<file path="config.mk">
export PLATFORM = sky130hd
export DESIGN_NAME = wtrs_cell
export DESIGN_NICKNAME = d
export VERILOG_FILES = /design/src/rtl/core/wtrs_pkg.sv /design/src/rtl/core/wtrs_cell.sv
export SDC_FILE = /design/constraint.sdc
export NUM_CORES = 1
export LEC_CHECK = 0
export BUFFER_PORTS_ARGS = -buffer_cell sky130_fd_sc_hd__buf_4
export CAP_MARGIN = 0
export CORE_MARGIN = 2
export CORE_UTILIZATION = 59
export DETAILED_ROUTE_END_ITERATION = 10
export HOLD_SLACK_MARGIN = 0.06
export PLACE_DENSITY = 0.86
export SLEW_MARGIN = 20
export SYNTH_ARGS = -nofsm -noshare
export SYNTH_HDL_FRONTEND = slang
export SYNTH_SLANG_ARGS = --single-unit
</file>
<file path="constraint.sdc">
create_clock -name clk_i -period 4 [get_ports clk_i]
set_clock_uncertainty 0.05 [all_clocks]
set_input_delay 0.6 -clock clk_i [delete_from_list [all_inputs] [get_ports clk_i]]
set_output_delay 0.6 -clock clk_i [all_outputs]
set_load 0.01 [all_outputs]
</file>
<file path="src/rtl/core/wtrs_pkg.sv">
// Shared types, constants and helpers of the weighted table route selector.
package wtrs_pkg;

  localparam int unsigned NumVnets = 4;
  localparam int unsigned NumLinks = 16;
  localparam int unsigned DestBits = 64;

  localparam int unsigned VnetW   = $clog2(NumVnets);
  localparam int unsigned LinkW   = $clog2(NumLinks);
  localparam int unsigned CntW    = $clog2(NumLinks + 1);
  localparam int unsigned WeightW = 16;
  localparam int unsigned BestW   = WeightW + 1;
  localparam int unsigned PortW   = 4;
  localparam int unsigned IdW     = 8;
  localparam int unsigned DivW    = 16;
  localparam int unsigned CfgIdxW = 3;
  localparam int unsigned CfgW    = 8;

  localparam logic [BestW-1:0] BestInit = {1'b1, {WeightW{1'b0}}};
  localparam logic [15:0]      LfsrSeed = 16'hACE1;

  localparam logic [1:0] KindMask   = 2'd0;
  localparam logic [1:0] KindWeight = 2'd1;
  localparam logic [1:0] KindRoute  = 2'd2;
  localparam logic [1:0] KindSpare  = 2'd3;

  localparam logic [CfgIdxW-1:0] CfgRoutingMode = 3'd0;
  localparam logic [CfgIdxW-1:0] CfgMeshCols    = 3'd1;
  localparam logic [CfgIdxW-1:0] CfgRouterId    = 3'd2;
  localparam logic [CfgIdxW-1:0] CfgOrdered     = 3'd3;
  localparam logic [CfgIdxW-1:0] CfgPortEast    = 3'd4;
  localparam logic [CfgIdxW-1:0] CfgPortWest    = 3'd5;
  localparam logic [CfgIdxW-1:0] CfgPortNorth   = 3'd6;
  localparam logic [CfgIdxW-1:0] CfgPortSouth   = 3'd7;

  typedef struct packed {
    logic [1:0]  kind;
    logic [1:0]  vnet;
    logic [3:0]  link;
    logic [63:0] dest_mask;
    logic [15:0] weight;
    logic [7:0]  dst_id;
  } in_item_t;

  typedef struct packed {
    logic [3:0] out_port;
    logic       no_route;
  } out_item_t;

  typedef struct packed {
    logic                mask_we;
    logic                weight_we;
    logic [VnetW-1:0]    vnet;
    logic [LinkW-1:0]    link;
    logic [DestBits-1:0] mask;
    logic [WeightW-1:0]  weight;
  } cell_wr_t;

  typedef struct packed {
    logic [VnetW-1:0]    vnet;
    logic [DestBits-1:0] want;
  } cell_req_t;

  typedef struct packed {
    logic [BestW-1:0] best;
    logic [CntW-1:0]  cnt;
  } scan_tok_t;

  typedef struct packed {
    logic [CntW-1:0]  seen;
    logic             found;
    logic [LinkW-1:0] port;
  } sel_tok_t;

  function automatic logic [15:0] lfsr_advance(input logic [15:0] v);
    logic b;
    b = v[0] ^ v[2] ^ v[3] ^ v[5];
    return {b, v[15:1]};
  endfunction

endpackage

</file>
<file path="src/rtl/core/wtrs_cell.sv">
// One link cell: holds the link's masks, weight and valid bit, and passes scan and selection tokens on.
module wtrs_cell #(
  parameter int unsigned LinkIdx = 0
) (
  input  logic                               clk_i,
  input  logic                               rst_ni,
  input  wtrs_pkg::cell_wr_t                 wr_i,
  input  wtrs_pkg::cell_req_t                req_i,
  input  logic [wtrs_pkg::BestW-1:0]         ref_best_i,
  input  logic [wtrs_pkg::CntW-1:0]          pick_i,
  input  wtrs_pkg::scan_tok_t                scan_i,
  output wtrs_pkg::scan_tok_t                scan_o,
  input  wtrs_pkg::sel_tok_t                 sel_i,
  output wtrs_pkg::sel_tok_t                 sel_o
);

  localparam logic [wtrs_pkg::LinkW-1:0] Idx = LinkIdx[wtrs_pkg::LinkW-1:0];

  logic [wtrs_pkg::DestBits-1:0] mask_q [wtrs_pkg::NumVnets];
  logic [wtrs_pkg::WeightW-1:0]  weight_q;
  logic                          valid_q;
  logic                          match;
  logic [wtrs_pkg::BestW-1:0]    wext;
  wtrs_pkg::scan_tok_t           scan_d, scan_q;
  wtrs_pkg::sel_tok_t            sel_d, sel_q;

  always_ff @(posedge clk_i) begin
    if (wr_i.mask_we && wr_i.link == Idx) begin
      mask_q[wr_i.vnet] <= wr_i.mask;
    end
    if (wr_i.weight_we && wr_i.link == Idx) begin
      weight_q <= wr_i.weight;
    end
    scan_q <= scan_d;
    sel_q  <= sel_d;
  end

  always_ff @(posedge clk_i or negedge rst_ni) begin
    if (!rst_ni) begin
      valid_q <= 1'b0;
    end else if (wr_i.weight_we && wr_i.link == Idx) begin
      valid_q <= 1'b1;
    end
  end

  assign match = valid_q && (|(mask_q[req_i.vnet] & req_i.want));
  assign wext  = {1'b0, weight_q};

  always_comb begin
    scan_d = scan_i;
    if (match && wext < scan_i.best) begin
      scan_d.best = wext;
      scan_d.cnt  = {{(wtrs_pkg::CntW-1){1'b0}}, 1'b1};
    end else if (match && wext == scan_i.best) begin
      scan_d.cnt = scan_i.cnt + 1'b1;
    end
  end

  always_comb begin
    sel_d = sel_i;
    if (match && wext == ref_best_i && !sel_i.found) begin
      if (sel_i.seen == pick_i) begin
        sel_d.found = 1'b1;
        sel_d.port  = Idx;
      end else begin
        sel_d.seen = sel_i.seen + 1'b1;
      end
    end
  end

  assign scan_o = scan_q;
  assign sel_o  = sel_q;

endmodule

</file>
==> results of run 1 <==
## cells by family after synthesis
kind of cell | share of synthesized area
compound gates | 0.0575
xor+xnor | 0.0179
fa+ha+maj | 0.0184
buf+inv | 0.0186
flops | 0.720
mux | 0.135
simple gates | 0.0320
## power groups by stage
| stage | clock, mW | combinational, mW | sequential, mW |
|---|---|---|---|
| global route | 2.99 | 0.630 | 3.55 |
| floorplan | 0 | 0.253 | 3.62 |
| detailed placement | 0 | 0.582 | 3.61 |
| CTS | 2.87 | 0.590 | 3.55 |
| finish | 2.84 | 0.588 | 3.54 |
| global placement | 0 | 0.565 | 3.61 |
## layout make-up
| type | instances | area (um2) |
|---|---|---|
| fill | 1170 | 4730 |
| tap | 270 | 338 |
| inverter | 28 | 105 |
| multi-input combinational | 310 | 3230 |
| timing repair buffer | 255 | 2040 |
| sequential | 305 | 8830 |
| antenna | 2 | 5.00 |
| clock buffer | 37 | 808 |
| clock inverter | 19 | 203 |
## worst max-delay path, cell delays in order (launching register included)
cell and delay (ps):
edfxtp_1 440, ha_1 320, a21o_1 160, a21oi_1 200, a21boi_0 120, o221ai_1 310
o221ai_2 280, a211oi_4 950, mux2_2 420
## registers in the layout, summed over array words and instances (netlist names)
register and cells:
valid_q 1, sel_o 10, scan_o 22, mask_q 256
weight_q 16
## synth_stat cells, types with 10 or more instances
library cell / count / share of area
mux4_2: 35 / 0.064
xnor2_1: 17 / 0.012
inv_1: 28 / 0.0086
mux2_4: 10 / 0.012
ha_1: 18 / 0.018
mux2i_1: 14 / 0.011
nand4_1: 10 / 0.0051
dfxtp_1: 32 / 0.052
buf_2: 11 / 0.0045
a22oi_1: 22 / 0.013
edfxtp_1: 272 / 0.67
nand2_1: 17 / 0.0052
mux2_2: 47 / 0.043
## final timing paths
check | cells after the start | slack, ps | to
setup reg to reg | 8 | 610 | scan_o[9]
hold / removal | 1 | 170 | weight_q[6]
hold reg to reg | 1 | 510 | scan_o[5]
min in group asynchronous | 2 | 340 | valid_q
setup / recovery | 8 | 610 | scan_o[9]
max in group asynchronous | 2 | 3480 | valid_q
## routing by layer
metal  up-vias  track usage
met1      3522        0.306
met3        61       0.0620
met5         -            0
met2       351        0.435
met4         0       0.0981
li1       3244            -
==> metrics.yaml, run 1 <==
grt:
  grt_util_all_layers: 0.251
  first_global_vias: 7666
  antenna_found_initial: 2
  overflow: 0
  grt_max_degree: 65
  grt_pass1_wl_um: 41600
routing:
  viasPerCell: 5.85
  drtAntennaViolNets: 0
  drt-wirelength-per-cell_um: 22.5
  wl_um: 27600
  wl_met3_um: 2410
  remaining_drc_errors: 0
  top_layer_used: "met4"
  wl_met1_um: 10000
  num_vias: 7178
  drt_first_pass_iters: 5
  wl_met2_um: 14200
  drt_iter0_drc: 515
sta:
  setup_tns_ps: 0
  finalHoldViolCount: 0
  setup_slack_ps: 614
  setup_viol: 0
  period_needed_ps: 3390
  holdWs_ps: 170
  fmax_mhz: 295
  relSlewSlack: 0.272
  finalMaxSlewViolations: 0
  grt_setup_unrepaired: "no"
  finalCritPeriodShare: 0.846
  worstMarginPinSlew_ps: 1090
placement:
  dp_worst_setup_slack_ps: 176
  io_buffers: 241
  dpl-instance-area_um2: 14500
  globalplace.congestion: 0.862
  placed_cells: 1167
  dp_hpwl_um: 18600
logic_synthesis:
  synthDistinctLibCells: 58
  syn_area_per_cell_um2: 18.5
  ys_ff_latch: 305
  synth_ff_type: "edfxtp_1"
  synthCells: 662
  synth-edff-count: 272
  yosys_warnings: 0
  synth_area_um2: 12300
  syn_nets: 890
  synth-async-reset-ratio: 0.00328
  synth_seq_area_share: 0.720
cts:
  clock_latency_ps: 550
  cts_sinks: 305
  cts_resized: 0
  cts_buffer_depth: 3
  cts_buffers: 30
  htree_levels: 1
  cts_tree: "built"
  clockRootBuffer: "clkbuf_16"
  postCtsHoldBufs: 1
  postCtsSetupBuffers: 0
  path_clk_slew_ps: 60
final_layout:
  finish.utilization: 0.767
  drive_above_1_share: 0.425
  layout_common_cells: "edfxtp_1, buf_4, mux2_2, mux4_2, dfxtp_1"
  final_common_cell: "edfxtp_1"
  postLayoutCellArea_um2: 15600
  final_cells: 1226
  nNetsFinal: 1158
  syn_to_final_growth_pct: 26.9
floorplanning:
  die_h_um: 148
  dieArea_um2: 22000
  fp.dieW_um: 148
  num_rows: 52
  io-pin-count: 242
  start_util: 0.604
  fp.coreArea_um2: 20300
pwr:
  power_mw: 6.97
  power.internal_mw: 5.55
  ir_drop_uv: 416
  switching_share: 0.204
  pwr-share-comb: 0.084
  seqPwrFrac: 0.509
  p_leak_nw: 5.80
  cellPowerDensity_nw_per_um2: 448
  p_switching_mw: 1.42
  pwr-share-clk: 0.407
critical_path:
  r2r_start: "weight_q[3]"
  arrival_ps: 3770
  cp-end-kind: "register"
  start_kind: "register"
  worstPathRequired_ps: 4390
  worst-path-max-fanout: 16
  worst-setup-path-type: "register to register"
  startpoint: "weight_q[3]"
status:
  outcome: "completed"
hold_path:
  hold_class: "primary input to register"
  holdCritStartpoint: "wr_i[6]"
job:
  drv_cap: 0
Power figures use the tool's default switching activity.
==> run 2, diff against run 1 <==
--- a/config.mk
+++ b/config.mk
@@ -8,10 +8,10 @@
 export BUFFER_PORTS_ARGS = -buffer_cell sky130_fd_sc_hd__buf_4
 export CAP_MARGIN = 0
 export CORE_MARGIN = 2
-export CORE_UTILIZATION = 59
+export CORE_UTILIZATION = 50
 export DETAILED_ROUTE_END_ITERATION = 10
 export HOLD_SLACK_MARGIN = 0.06
-export PLACE_DENSITY = 0.86
+export PLACE_DENSITY = 0.77
 export SLEW_MARGIN = 20
 export SYNTH_ARGS = -nofsm -noshare
 export SYNTH_HDL_FRONTEND = slang
==> constraint.sdc (replaced) <==
create_clock -name clk_i -period 2.75 [get_ports clk_i]
set_clock_uncertainty 0.05 [all_clocks]
set_input_delay 0.4125 -clock clk_i [delete_from_list [all_inputs] [get_ports clk_i]]
set_output_delay 0.4125 -clock clk_i [all_outputs]
set_load 0.01 [all_outputs]
==> metrics.yaml, run 2 (same netlist as run 1, synthesis figures left out) <==
sta:
  finalCritPeriodShare: 1.03
  grt_setup_unrepaired: "yes"
  worstMarginPinSlew_ps: 525
  fmax_mhz: 354
  setup_viol: 19
  period_needed_ps: 2830
  setup_slack_ps: -78.1
  finalHoldViolCount: 0
  finalMaxSlewViolations: 0
  relSlewSlack: 0.650
  holdWs_ps: 83.9
critical_path:
  crit_buf_inv: 2
  critPathMaxStageDelay_ps: 480
  start_kind: "register"
  cpLargestDelayFamily: "multiplexers"
  worst-setup-path-type: "register to register"
  cp-end-kind: "register"
  worst-path-max-fanout: 16
  r2r_slack_ps: -80
  crit_chain: "mux4_2 > a222oi_1 > nand3_1 > a2111oi_2 > buf_4 > and4bb_4 > a211oi_4 > buf_12 > mux2_4"
  arrival_ps: 3210
  worstPathRequired_ps: 3130
  crit_slowest_cell: "mux4_2"
hold_path:
  hold_class: "primary input to register"
routing:
  remaining_drc_errors: 0
  num_vias: 7840
  drt_iter0_drc: 508
  drtAntennaViolNets: 0
  viasPerCell: 5.45
  drt-wirelength-per-cell_um: 21.0
  wl_um: 30200
  drt_first_pass_iters: 5
cts:
  cts_buffer_depth: 3
  htree_levels: 1
  clockRootBuffer: "clkbuf_16"
  cts_buffers: 30
  path_clk_slew_ps: 60
  cts_sinks: 305
  clock_latency_ps: 540
  cts_tree: "built"
final_layout:
  syn_to_final_growth_pct: 39.5
  drive_above_1_share: 0.416
  layout_common_cells: "buf_4, edfxtp_1, dlygate4sd3_1, mux2_2, mux4_2"
  largest_register: "mask_q"
  multi_input_area_um2: 3340
  n_fill_cell: 1439
  largest_register_ffs: 256
  seqCellArea_um2: 8830
  final_common_cell: "buf_4"
  nNetsFinal: 1317
placement:
  globalplace.congestion: 0.800
  dp_hpwl_um: 19100
  io_buffers: 241
grt:
  grt_max_degree: 65
  first_global_vias: 8499
  grt_util_all_layers: 0.233
  grt_pass1_wl_um: 46500
  overflow: 0
  antenna_found_initial: 4
pwr:
  cellPowerDensity_nw_per_um2: 579
  p_leak_nw: 6.46
  power_mw: 9.91
  ir_drop_uv: 562
status:
  violations: "negative setup slack"
  outcome: "finished, violations left"
floorplanning:
  dieArea_um2: 25800
  fp.dieW_um: 161
  num_rows: 57
  start_util: 0.507
  io-pin-count: 242
  fp.coreArea_um2: 24200
  die_h_um: 161
job:
  drv_cap: 0
==> run 2: cell count changes in the layout (fill, tap and decap cells not counted), moves of 4 or more <==
cell,delta
dlygate4sd3_1,+106
buf_4,+45
buf_6,+7
clkbuf_1,+6
clkinv_2,-6
o21ai_0,-6
bufinv_16,-4
==> run 2: cell type report <==
cell class | count | area share
flip-flops and latches | 305 | 0.516
repair buffers | 414 | 0.207
multi-input cells | 310 | 0.195
clock buffers | 42 | 0.0478
well taps | 324 | 0.0237
inverters | 28 | 0.00614
clock inverters | 12 | 0.00344
diodes | 4 | 0.000585
==> run 2: stage by stage <==
| step | utilization | cell area (um2) | instances | setup TNS [ps] | setup slack (ps) |
|---|---|---|---|---|---|
| detailed placement | 0.621 | 15000 | 1270 | -19410 | -744 |
| finish | 0.707 | 17100 | 1439 | -1070 | -78.1 |
| global route | 0.707 | 17100 | 1439 | -3540 | -174 |
| floorplan | - | 12400 | 662 | -17030 | -252 |
| global placement | 0.621 | 15000 | 1270 | -16310 | -611 |
| CTS | 0.704 | 17000 | 1433 | -1560 | -112 |
==> run 2: what timing repair did <==
action | in CTS | in global routing
gates cloned | 0 | 0
endpoints found under the hold margin | 299 | 0
gates resized for setup | 12 | 15
endpoints found under the setup margin | 20 | 32
pin swaps | 2 | 9
hold buffers | 107 | 0
buffers inserted | 2 | 2
==> run 2: power breakdown <==
part           switching (mW)  internal [mW]  leakage (nW)  total [mW]
clock network            1.64           2.06         0.421        3.70
registers              0.0355           5.12          2.73        5.16
logic                   0.426          0.632          3.31        1.06
total                    2.10           7.81          6.46        9.91
==> run 2: final timing paths <==
path / from / to / depth (start not counted)
min in group asynchronous: rst_ni / valid_q / 2
min: scan_i[21] / scan_o[21] / 2
max: mask_q[3][10] / scan_o[16] / 9
max in group asynchronous: rst_ni / valid_q / 2
max reg2reg: mask_q[3][10] / scan_o[16] / 9
min reg2reg: weight_q[6] / scan_o[11] / 1
==> run 2: worst register-to-register path: cells and delay by family, from the launching register on <==
family / cells / cell delay [ps]
simple gates: 2 / 470
buf+inv: 2 / 360
compound gates: 3 / 670
flops: 1 / 370
mux: 2 / 790
==> run 2: per-layer routing <==
layer / share of wire / up-vias / track usage
met5: 0 / - / 0
met4: 0.027 / 0 / 0.0659
met3: 0.064 / 58 / 0.0442
met2: 0.51 / 306 / 0.419
met1: 0.39 / 3911 / 0.289
li1: - / 3565 / -
