**config.mk**
```make
export PLATFORM = sky130hd
export DESIGN_NAME = wtrs_divu
export DESIGN_NICKNAME = d
export VERILOG_FILES = /design/src/rtl/core/wtrs_divu.sv
export SDC_FILE = /design/constraint.sdc
export NUM_CORES = 1
export LEC_CHECK = 0
export ABC_AREA = 0
export BUFFER_PORTS_ARGS = -buffer_cell sky130_fd_sc_hd__buf_2
export CAP_MARGIN = 25
export CORE_MARGIN = 10
export CORE_UTILIZATION = 55
export CTS_BUF_LIST = sky130_fd_sc_hd__clkbuf_8
export CTS_CLUSTER_DIAMETER = 120
export DETAILED_ROUTE_END_ITERATION = 10
export MAX_ROUTING_LAYER = met4
export PLACE_DENSITY_LB_ADDON = 0.2
export REMOVE_ABC_BUFFERS = 1
export SLEW_MARGIN = 15
export SYNTH_ARGS = -nofsm -noshare
export SYNTH_HDL_FRONTEND = slang
export SYNTH_SLANG_ARGS = --single-unit
```
**constraint.sdc**
```tcl
create_clock -name clk_i -period 5.14 [get_ports clk_i]
set_input_delay 0.257 -clock clk_i [delete_from_list [all_inputs] [get_ports clk_i]]
set_output_delay 0.257 -clock clk_i [all_outputs]
set_load 0.01 [all_outputs]
```
**src/rtl/core/wtrs_divu.sv**
```systemverilog
// Restoring unsigned divider, one quotient bit per cycle.
module wtrs_divu #(
  parameter int unsigned Width = 16
) (
  input  logic             clk_i,
  input  logic             rst_ni,
  input  logic             start_i,
  input  logic [Width-1:0] dividend_i,
  input  logic [Width-1:0] divisor_i,
  output logic             busy_o,
  output logic             done_o,
  output logic [Width-1:0] quot_o,
  output logic [Width-1:0] rem_o
);

  localparam int unsigned CntW = $clog2(Width + 1);

  logic [Width-1:0] quo_q, rem_q, div_q;
  logic [CntW-1:0]  cnt_q;
  logic             run_q;
  logic [Width:0]   trial;
  logic             fits;

  assign trial = {rem_q, quo_q[Width-1]};
  assign fits  = trial >= {1'b0, div_q};

  always_ff @(posedge clk_i) begin
    if (start_i) begin
      quo_q <= dividend_i;
      rem_q <= '0;
      div_q <= divisor_i;
    end else if (run_q && cnt_q != '0) begin
      quo_q <= {quo_q[Width-2:0], fits};
      if (fits) begin
        rem_q <= Width'(trial - {1'b0, div_q});
      end else begin
        rem_q <= trial[Width-1:0];
      end
    end
  end

  always_ff @(posedge clk_i or negedge rst_ni) begin
    if (!rst_ni) begin
      run_q <= 1'b0;
      cnt_q <= '0;
    end else if (start_i) begin
      run_q <= 1'b1;
      cnt_q <= CntW'(Width);
    end else if (run_q) begin
      if (cnt_q == '0) begin
        run_q <= 1'b0;
      end else begin
        cnt_q <= cnt_q - 1'b1;
      end
    end
  end

  assign busy_o = run_q;
  assign done_o = run_q && cnt_q == '0;
  assign quot_o = quo_q;
  assign rem_o  = rem_q;

endmodule

```
==> results.md, run 1 <==
* Post-synth EDFFs at 32
* CP Max Fanout at 18
* Count of cell types in the netlist at 67
* Slew HR at 40.3%
* CTS Buf Count at 5
* Internal reg-to-reg setup slack at 2.18 ns
* Power density over cell area at 526 nW/µm²
* Antenna diodes at 0
* H-tree depth at 2
* Initial Utilization at 56.6%
* Hold Startpoint: divisor_i[15]
* Clock Sink Count at 54
* CTS root buf: clkbuf_8
* Die area at 9570 µm²
* Global route total overflow at 0
* Yosys warning count at 0
* Cell Rows at 28
* P&R area growth vs syn at 14.8%
* Placed Cells incl. Taps at 437
* Fin Clk Skew at 0.0125 ns
* Antenna violations before repair at 0
* Synthesized flop and latch total at 54
* Max Clk Rate at 0.338 GHz
* Core ar. at 5890 µm²
* # hold bufs at CTS at 1
* TNS Setup at 0 ns
* CP max stage delay at 0.78 ns
* R2r endpoint: quot_o[5]
* # Max-Cap Violations at 0
* Final net count at 424
* Synthesized area at 3330 µm²
* Die H at 97.9 µm
* R2R cell count at 5
* Skew-Pair Late Insertion Delay at 0.31 ns
* WHS Path Cells at 1
* Largest area contributor in the netlist: edfxtp_1
* Hold Path End: div_q[15]
* Asr flop ratio synth at 11.1%
* Setup crit start kind: flop
* Top_reg_cell synth: edfxtp_1
* Global-route wire length before repair at 13100 µm
* Final Core Density at 65.0%
* Post-DRT Antenna Nets at 0
* Post_cts resized at 0
* Layout Cells excl Fill at 446
* Tcrit/Tclk final at 57.6%
* Worst hold slack at 0.111 ns
* Critical path arrival at 2.85 ns
* Area contributors post-synth: edfxtp_1 29%, dfxtp_1 9.6%, ha_1 6.8%
* Post-route minimum period at 2.96 ns
* Final Max Tran Viols at 0
* CP Class: reg -> reg
* Seq/Total Area, Yosys at 42.9%
* Vias in the first global route at 2744
* Slew of the pin with the lowest slew margin at 0.895 ns
* Dpl cell area at 3710 µm²
* Number of remaining DRC errors at 0
* Vias per inst at 5.93
* Synth top area share at 28.8%
* Final wirelength at 7860 µm
* Post-CTS setup buffers at 0
* Worst Hold Class: in -> reg
* CP max-delay cell: nand2b_1
* CP Capture Type: flop
* Hpwl dp at 5600 µm
* Status: finished clean
* Worst Path Required at 5.03 ns
* RR Startpoint: cnt_q[0]
* Worst VDD drop at 275 µV
* Drt first-iter violations at 171
* Layout cells sized above 1 at 31.8%
* Syn_area_per_cell at 10.8 µm²
* Cells after synthesis at 309
* Pleak at 0.00166 µW
* RSZ-0062 raised after global routing: false
* Final hold vios at 0
* Most numerous cell on the critical path: nand2b_1
* Largest net degree at the start of global routing at 61
* Chip Width at 97.9 µm
* DR vias at 2646
* Top Ports at 69
* Reg clk slew, reported paths at 0.11 ns
* Final Setup Violations at 0
* WL/cell at 17.6 µm
* Design area at 3830 µm²
* CTS Buffer Depth at 2
* GRT Overall Usage at 16.3%
* First-pass DRT Iterations at 4
* Final GP Congestion at 0.838
* Port bufs at 68
* CTS tree: yes
* Crit path cell chain: inv_1 > ha_1 > nor4b_1 > nand2b_1 > nand2b_1
[flip-flops by register name, summed over array words and instances, names as in the netlist]
| name | cells |
|---|---|
| cnt_q | 5 |
| div_q | 16 |
| busy_o | 1 |
| quot_o | 16 |
| rem_o | 16 |
[Yosys cell counts, drive strengths merged (2+ instances only)]
library cell / n
nor2: 16
mux2: 16
nor4: 6
clkbuf: 8
a21o: 9
dfxtp: 16
o21bai: 5
a311oi: 7
or3: 4
o2111ai: 3
xor2: 4
edfxtp: 32
buf: 9
nor3: 6
ha: 18
o21ai: 14
nor4b: 2
o31ai: 2
o311ai: 2
nor3b: 9
a211oi: 8
nand2: 8
and2: 2
nand4: 3
a221o: 2
or4: 2
nand2b: 6
and4: 3
o221ai: 3
nand3: 7
nand3b: 5
a31oi: 4
dfrtp: 6
and3: 4
xnor2: 6
a21oi: 15
inv: 23
[cell families (layout without fill, tap and decap cells)]
kind of cell	after synthesis	after routing	share of synthesized area [%]
multiplexers	16	16	5.41
flip-flops	54	54	42.9
XOR/XNOR	10	10	2.63
adder cells (fa/ha/maj)	19	19	7.36
buffers and inverters	40	102	4.96
AND/OR/NAND/NOR	86	86	16.1
AO/OA/AOI/OAI	84	84	20.6
[worst max-delay path: cells and delay by family (launching register included)]
family                     cells  cell delay, ns
and+or+nand+nor                3            1.90
DFF                            1            0.42
adders and majority gates      1            0.14
buffers and inverters          1            0.09
[worst max-delay path by stage]
stage,startpoint,to
final,cnt_q[0],quot_o[5]
after CTS,cnt_q[0],quot_o[5]
after floorplan,cnt_q[0],rem_o[7]
after global routing,cnt_q[0],quot_o[5]
after global placement,cnt_q[0],quot_o[5]
after detailed placement,cnt_q[0],quot_o[3]
[through the flow]
step | setup slack [ns] | total power [µW]
3_5_place_dp | 2.18 | 1720
4_1_cts | 2.18 | 2020
5_1_grt | 1.97 | 2160
3_3_place_gp | 2.41 | 1700
2_1_floorplan | 2.65 | 1420
6_report | 2.18 | 2010
[layer usage]
layer,vias up,wire length (µm),track usage [%]
met5,-,0,-
met2,81,3830,26.7
met4,0,76,4.36
li1,1304,-,-
met1,1254,3580,19.9
met3,7,380,3.45
[placed cells by master (no fill, tap or decap), types with 6 or more instances in the layout]
cell,count
inv_1,24
nand2_1,7
nand3_1,7
mux2_2,16
dfrtp_1,6
xnor2_1,6
o21ai_1,7
a311oi_1,6
o21ai_0,7
a21oi_1,14
edfxtp_1,32
nor3_1,6
a21o_1,8
buf_2,68
nor3b_1,8
nand2b_1,6
ha_1,18
nor2_1,16
dfxtp_1,16
[layout make-up]
class / instances / area [µm²]
clock buffers: 5 / 68.8
clock inverters: 3 / 41.3
fillers: 488 / 2060
inverters: 23 / 86.3
multi-input cells: 215 / 1740
flip-flops and latches: 54 / 1430
well taps: 75 / 93.8
repair buffers: 71 / 365
[power by group]
group / leakage, µW / switching [µW] / internal, µW / total (µW)
clock: 0.0000556 / 144 / 144 / 288
combinational: 0.00108 / 606 / 443 / 1050
sequential: 0.000527 / 89.5 / 587 / 677
total: 0.00166 / 840 / 1170 / 2010
(Power assumes the default switching activity.)
==> run 2: changes to the inputs <==
- clock period: 5.14 -> 3 ns (I/O delays scaled with it)
==> run 2 against run 1 <==
Effect of this change: combinational power grew 78%; highest routed layer unchanged; critical endpoint is now rem_o[10]; final cell count rose by 4.7%; count of clock-buffer cells in the layout is the same; largest cell class unchanged; wire length is 7.0% higher; first-iteration DRC count fell by 0.58%; via count up 5.7%; utilization increased by 3.5 points; register-to-register slack worse by 1.8 ns.
==> results.md, run 2 (same netlist as run 1, synthesis figures left out) <==
* Status: finished clean
* Slew of the pin with the lowest slew margin at 0.839 ns (-0.0566 ns)
* TNS Setup at 0 ns (unchanged)
* Final GP Congestion at 0.902 (+7.6%)
* RSZ-0062 raised after global routing: false
* Worst setup margin at 0.337 ns (-1.84 ns)
* Antenna diodes at 0 (unchanged)
* Initial Utilization at 56.6% (unchanged)
* Port bufs at 68 (unchanged)
* Layout cells sized above 1 at 31.6% (-0.17 points)
* CTS Buf Count at 5 (unchanged)
* Filler cell count at 464 (-4.9%)
* Post-DRT Antenna Nets at 0 (unchanged)
* CP max-delay cell: edfxtp_1
* Global route total overflow at 0 (unchanged)
* Largest net degree at the start of global routing at 61 (unchanged)
* Worst slack at placement at 0.420 ns (-1.76 ns)
* # hold bufs at CTS at 15 (+14)
* Sequential share of power at 32.6% (-1.0 points)
* Worst Hold Class: in -> reg
* Most frequent cells in the layout: 68 x buf_2, 32 x edfxtp_1, 23 x inv_1
* Final hold vios at 0 (unchanged)
* Final wirelength at 8410 µm (+7.0%)
* Power density over cell area at 885 nW/µm² (+68%)
* Pleak at 0.00175 µW (+5.6%)
* Worst Path Required at 3.25 ns (-1.78 ns)
* Max Clk Rate at 0.376 GHz (+11%)
* Int Pwr at 2070 µW (+76%)
* CP max stage delay at 0.43 ns (-0.35 ns)
* Critical path arrival at 2.91 ns (+0.06 ns)
* Die H at 97.9 µm (unchanged)
* Final Max Tran Viols at 0 (unchanged)
* Commonest non-fill, non-tap cell in the layout: buf_2
* Post-CTS setup buffers at 0 (unchanged)
* Most numerous cell on the critical path: inv_1
* CP Max Fanout at 5 (-13)
* Crit path cell chain: inv_1 > ha_1 > inv_1 > fa_1 > a21o_1 > a221o_2 > a21oi_1 > xnor2_1 > o21ai_1 > a311oi_1
* Design area at 4030 µm² (+5.4%)
* # Max-Cap Violations at 0 (unchanged)
* Tcrit/Tclk final at 88.8% (+31 points)
* Reg clk slew, reported paths at 0.11 ns (about the same)
* Final Setup Violations at 0 (unchanged)
* Fin Clk Skew at 0.0131 ns (+0.000581 ns)
* Core ar. at 5890 µm² (unchanged)
* Skew-Pair Late Insertion Delay at 0.33 ns (+0.02 ns)
* Vias per inst at 5.99 (+0.95%)
* CTS root buf: clkbuf_8
* Top Ports at 69 (unchanged)
* Drt first-iter violations at 170 (-0.58%)
* Final Core Density at 68.5% (+3.5 points)
* Worst VDD drop at 529 µV (+93%)
* CTS Buffer Depth at 2 (unchanged)
* Hpwl dp at 5880 µm (+5.1%)
* DR vias at 2797 (+5.7%)
* Cell Rows at 28 (unchanged)
* WL/cell at 18.0 µm (+2.1%)
* Slew HR at 43.7% (+3.4 points)
* Final net count at 445 (+5.0%)
* Logic pwr share at 52.5% (+0.4 points)
* Dpl cell area at 3740 µm² (+1.0%)
* Antenna violations before repair at 0 (unchanged)
* Chip Width at 97.9 µm (unchanged)
* H-tree depth at 2 (unchanged)
* Clock power share at 14.9% (+0.6 points)
* Die area at 9570 µm² (unchanged)
* P&R area growth vs syn at 20.9%
* CTS tree: yes
* GRT Overall Usage at 17.3% (+1.0 points)
* Number of remaining DRC errors at 0 (unchanged)
* NetSw at 1500 µW (+78%)
* Clock Sink Count at 54 (unchanged)
* Post-route minimum period at 2.66 ns (-0.299 ns)
* Post_cts resized at 0 (unchanged)
* Buffers and inverters on the worst path at 2 (+1)
* Worst path top cell family by delay: compound AO/OA/AOI/OAI gates
* Vias in the first global route at 2921 (+6.5%)
* CP Capture Type: flop
* CP Class: reg -> reg
* First-pass DRT Iterations at 4 (unchanged)
* Global-route wire length before repair at 13700 µm (+4.6%)
* Setup crit start kind: flop
* Switching Fraction at 42.0% (+0.26 points)
run 2: cell types whose count changed in the layout (fill, tap and decap cells not counted), sizes merged:
cell,delta
dlygate4sd3,+16
buf,+5
run 2: routing by layer:
| layer | track usage [%] | share of wire (%) |
|---|---|---|
| met1 | 20.2 | 43 |
| met3 | 3.59 | 5.9 |
| met5 | - | 0 |
| met4 | 8.28 | 3.2 |
| met2 | 27.9 | 47 |
run 2: final timing paths:
check                                    from   endpoint  slack [ns]  cells past startpoint
min in group asynchronous              rst_ni   cnt_q[4]        0.20                      2
worst max-delay path               quot_o[15]  rem_o[10]        0.34                     10
worst min-delay path            dividend_i[3]  quot_o[3]        0.13                      2
worst max register to register     quot_o[15]  rem_o[10]        0.34                     10
max in group asynchronous              rst_ni   cnt_q[1]        2.66                      2
worst min register to register       rem_o[2]   rem_o[3]        0.51                      2
run 2: stage by stage:
stage	total power (µW)	hold WS, ns	cells
2_1_floorplan	2440	-0.146	292
3_3_place_gp	2980	-0.0181	442
3_5_place_dp	3010	-0.0207	442
4_1_cts	3570	0.000896	465
5_1_grt	3800	0.124	467
6_report	3570	0.126	467
run 2: layout make-up:
cell class / count / area, µm² / area share, %
Clock buffer: 5 / 68.8 / 1.71
Clock inverter: 3 / 48.8 / 1.21
Inverter: 23 / 86.3 / 2.14
Multi-Input combinational cell: 215 / 1740 / 43.1
Sequential cell: 54 / 1430 / 35.5
Tap cell: 75 / 93.8 / 2.33
Timing Repair Buffer: 92 / 563 / 14.0
run 2: power by group through the flow:
stage          logic (µW)  registers, µW  clock network [µW]
6_report             1870           1160                 532
5_1_grt              2050           1190                 558
4_1_cts              1870           1160                 545
3_5_place_dp         1830           1180                   0
3_3_place_gp         1810           1170                   0
2_1_floorplan        1220           1220                   0
run 2: worst register-to-register path: stages (launching register included):
cell	delay (ns)
edfxtp_1	0.43
inv_1	0.08
ha_1	0.15
inv_1	0.07
fa_1	0.42
a21o_1	0.20
a221o_2	0.43
a21oi_1	0.32
xnor2_1	0.16
o21ai_1	0.08
a311oi_1	0.25
==> run 3: changes to the inputs <==
- CELL_PAD_IN_SITES_DETAIL_PLACEMENT: not set -> 0
- CELL_PAD_IN_SITES_GLOBAL_PLACEMENT: not set -> 1
- CORE_MARGIN: 10 -> 5
- CORE_UTILIZATION: 55 -> 44
==> run 3 against run 2 <==
Effect of this change: combinational power is essentially flat; worst setup slack gained 0.093 ns; maximum frequency grew 3.6%; flip-flop and latch count is the same; clock power shrank 7.1%; sequential share of layout area grew 0.82 points; sequential power is essentially flat; global-route usage shrank 0.055 points; hold slack lost 0.12 ns; register-to-register slack gained 0.09 ns; critical endpoint unchanged; utilization shrank 15 points; final area shrank 2.3%.
==> results.md, run 3 (same netlist as run 1, synthesis figures left out) <==
* CTS Buffer Depth at 2 (unchanged)
* Power density over cell area at 894 nW/µm² (+1.0%)
* Final Max Tran Viols at 0 (unchanged)
* Hpwl dp at 5740 µm (-2.5%)
* Layout Cells excl Fill at 480 (+2.8%)
* Drt first-iter violations at 100 (-41%)
* Antenna violations before repair at 0 (unchanged)
* Top Ports at 69 (unchanged)
* Crit path cell chain: inv_1 > ha_1 > inv_1 > fa_1 > a21o_1 > a221o_2 > a21oi_1 > xnor2_1 > o21ai_1 > a311oi_1
* Final hold vios at 0 (unchanged)
* CP max-delay cell: edfxtp_1
* Final wirelength at 8030 µm (-4.5%)
* Placed Cells incl. Taps at 467 (+5.7%)
* CP Class: reg -> reg
* DR vias at 2713 (-3.0%)
* Slew HR at 45.3% (+1.6 points)
* CTS root buf: clkbuf_8
* CTS Buf Count at 5 (unchanged)
* Vias in the first global route at 2770 (-5.2%)
* Final Setup Violations at 0 (unchanged)
* Worst setup margin at 0.430 ns (+0.0928 ns)
* H-tree depth at 2 (unchanged)
* Post-CTS setup buffers at 0 (unchanged)
* Worst Path Required at 3.22 ns (-0.03 ns)
* Clock Sink Count at 54 (unchanged)
* Pleak at 0.00171 µW (-2.6%)
* Status: finished clean
* Fin Clk Skew at 0.0138 ns (+0.000688 ns)
* First-pass DRT Iterations at 4 (unchanged)
* Worst VDD drop at 362 µV (-32%)
* Post-DRT Antenna Nets at 0 (unchanged)
* WL/cell at 16.7 µm (-7.1%)
* Worst Hold Class: in -> reg
* CTS tree: yes
* Filler cell count at 675 (+45%)
* Skew-Pair Late Insertion Delay at 0.31 ns (-0.02 ns)
* Internal reg-to-reg setup slack at 0.43 ns (+0.09 ns)
* Largest net degree at the start of global routing at 61 (unchanged)
* Post-route minimum period at 2.57 ns (-0.0928 ns)
* Commonest non-fill, non-tap cell in the layout: buf_2
* Core ar. at 7330 µm² (+25%)
* Layout cells sized above 1 at 32.8% (+1.2 points)
* CP Max Fanout at 5 (unchanged)
* Worst hold slack at 0.00468 ns (-0.122 ns)
* Slew of the pin with the lowest slew margin at 0.815 ns (-0.0240 ns)
* TNS Setup at 0 ns (unchanged)
* # Max-Cap Violations at 0 (unchanged)
* Final GP Congestion at 0.864 (-4.2%)
* Global route total overflow at 0 (unchanged)
* CP Capture Type: flop
* Global-route wire length before repair at 13300 µm (-2.9%)
* Die H at 97.0 µm (-0.83%)
* Port bufs at 68 (unchanged)
* Worst slack at placement at 0.454 ns (+0.0343 ns)
* Number of remaining DRC errors at 0 (unchanged)
* Reg clk slew, reported paths at 0.11 ns (about the same)
* GRT Overall Usage at 17.3% (-0.055 points)
* RSZ-0062 raised after global routing: false
* Initial Utilization at 45.5% (-11 points)
* Max Clk Rate at 0.389 GHz (+3.6%)
* Most numerous cell on the critical path: inv_1
* Vias per inst at 5.65 (-5.6%)
* Cell Rows at 31 (+11%)
* Setup crit start kind: flop
* Tcrit/Tclk final at 85.7% (-3.1 points)
* Critical path arrival at 2.79 ns (-0.12 ns)
* Antenna diodes at 0 (unchanged)
* CP max stage delay at 0.43 ns (about the same)
* P&R area growth vs syn at 18.2%
* Die area at 9420 µm² (-1.7%)
* Most frequent cells in the layout: 68 x buf_2, 32 x edfxtp_1, 23 x inv_1
* Chip Width at 97.0 µm (-0.83%)
* Final net count at 434 (-2.5%)
* Post_cts resized at 0 (unchanged)
==> run 3: cell count changes in the layout (fill, tap and decap cells not counted) <==
| cell | change |
|---|---|
| dlygate4sd3_1 | -12 |
| clkinv_2 | +2 |
| buf_4 | +1 |
| clkinvlp_4 | -1 |
| inv_8 | -1 |
==> run 3: where the power goes <==
group | switching, µW | leakage [µW] | total [µW] | internal (µW)
Sequential | 151 | 0.000527 | 1160 | 1010
Combinational | 1060 | 0.00112 | 1870 | 811
Clock | 248 | 0.0000579 | 494 | 246
Total | 1460 | 0.00171 | 3520 | 2060
==> run 3: per-stage QoR <==
stage                     area, µm²  total power [µW]  util (%)
after floorplan                3250              2440         -
after global placement         3780              3020      51.6
after detailed placement       3780              3040      51.6
after CTS                      3910              3550      53.3
after global routing           3940              3790      53.7
final                          3940              3520      53.7
==> run 3: timing repair <==
| item | in CTS | in global routing |
|---|---|---|
| endpoints found under the hold margin | 7 | 3 |
| endpoints found under the setup margin | 0 | 0 |
| hold buffers | 2 | 3 |
==> run 3: area by class of cell <==
class                      instances  area, µm²  area share (%)
clock inverter                     3       40.0            1.02
timing repair buffer              81        450            11.4
clock buffer                       5       68.8            1.75
inverter                          23       86.3            2.19
tap                               99        124            3.14
sequential                        54       1430            36.3
multi-input combinational        215       1740            44.1
==> run 3: worst paths after layout <==
path                            depth (start not counted)        end           from
worst min register to register                          2   rem_o[3]       rem_o[2]
worst max register to register                         10  rem_o[10]     quot_o[15]
worst max-delay path                                   10  rem_o[10]     quot_o[15]
min in group asynchronous                               2   cnt_q[1]         rst_ni
worst min-delay path                                    1  div_q[12]  divisor_i[12]
max in group asynchronous                               2   cnt_q[0]         rst_ni
==> run 3: layer usage <==
layer	up-vias	wire (µm)	GRT usage (%)
met5	-	0	-
met4	0	139	5.18
met3	13	300	3.09
met2	75	3740	27.2
met1	1307	3850	22.7
li1	1318	-	-
==> run 3: critical path: cells and delay by family, from the launching register on <==
kind,cells,cell delay [ns]
XOR/XNOR,1,0.15
AO/OA/AOI/OAI,5,1.22
buffers and inverters,2,0.13
adder cells (fa/ha/maj),2,0.54
flip-flops,1,0.43
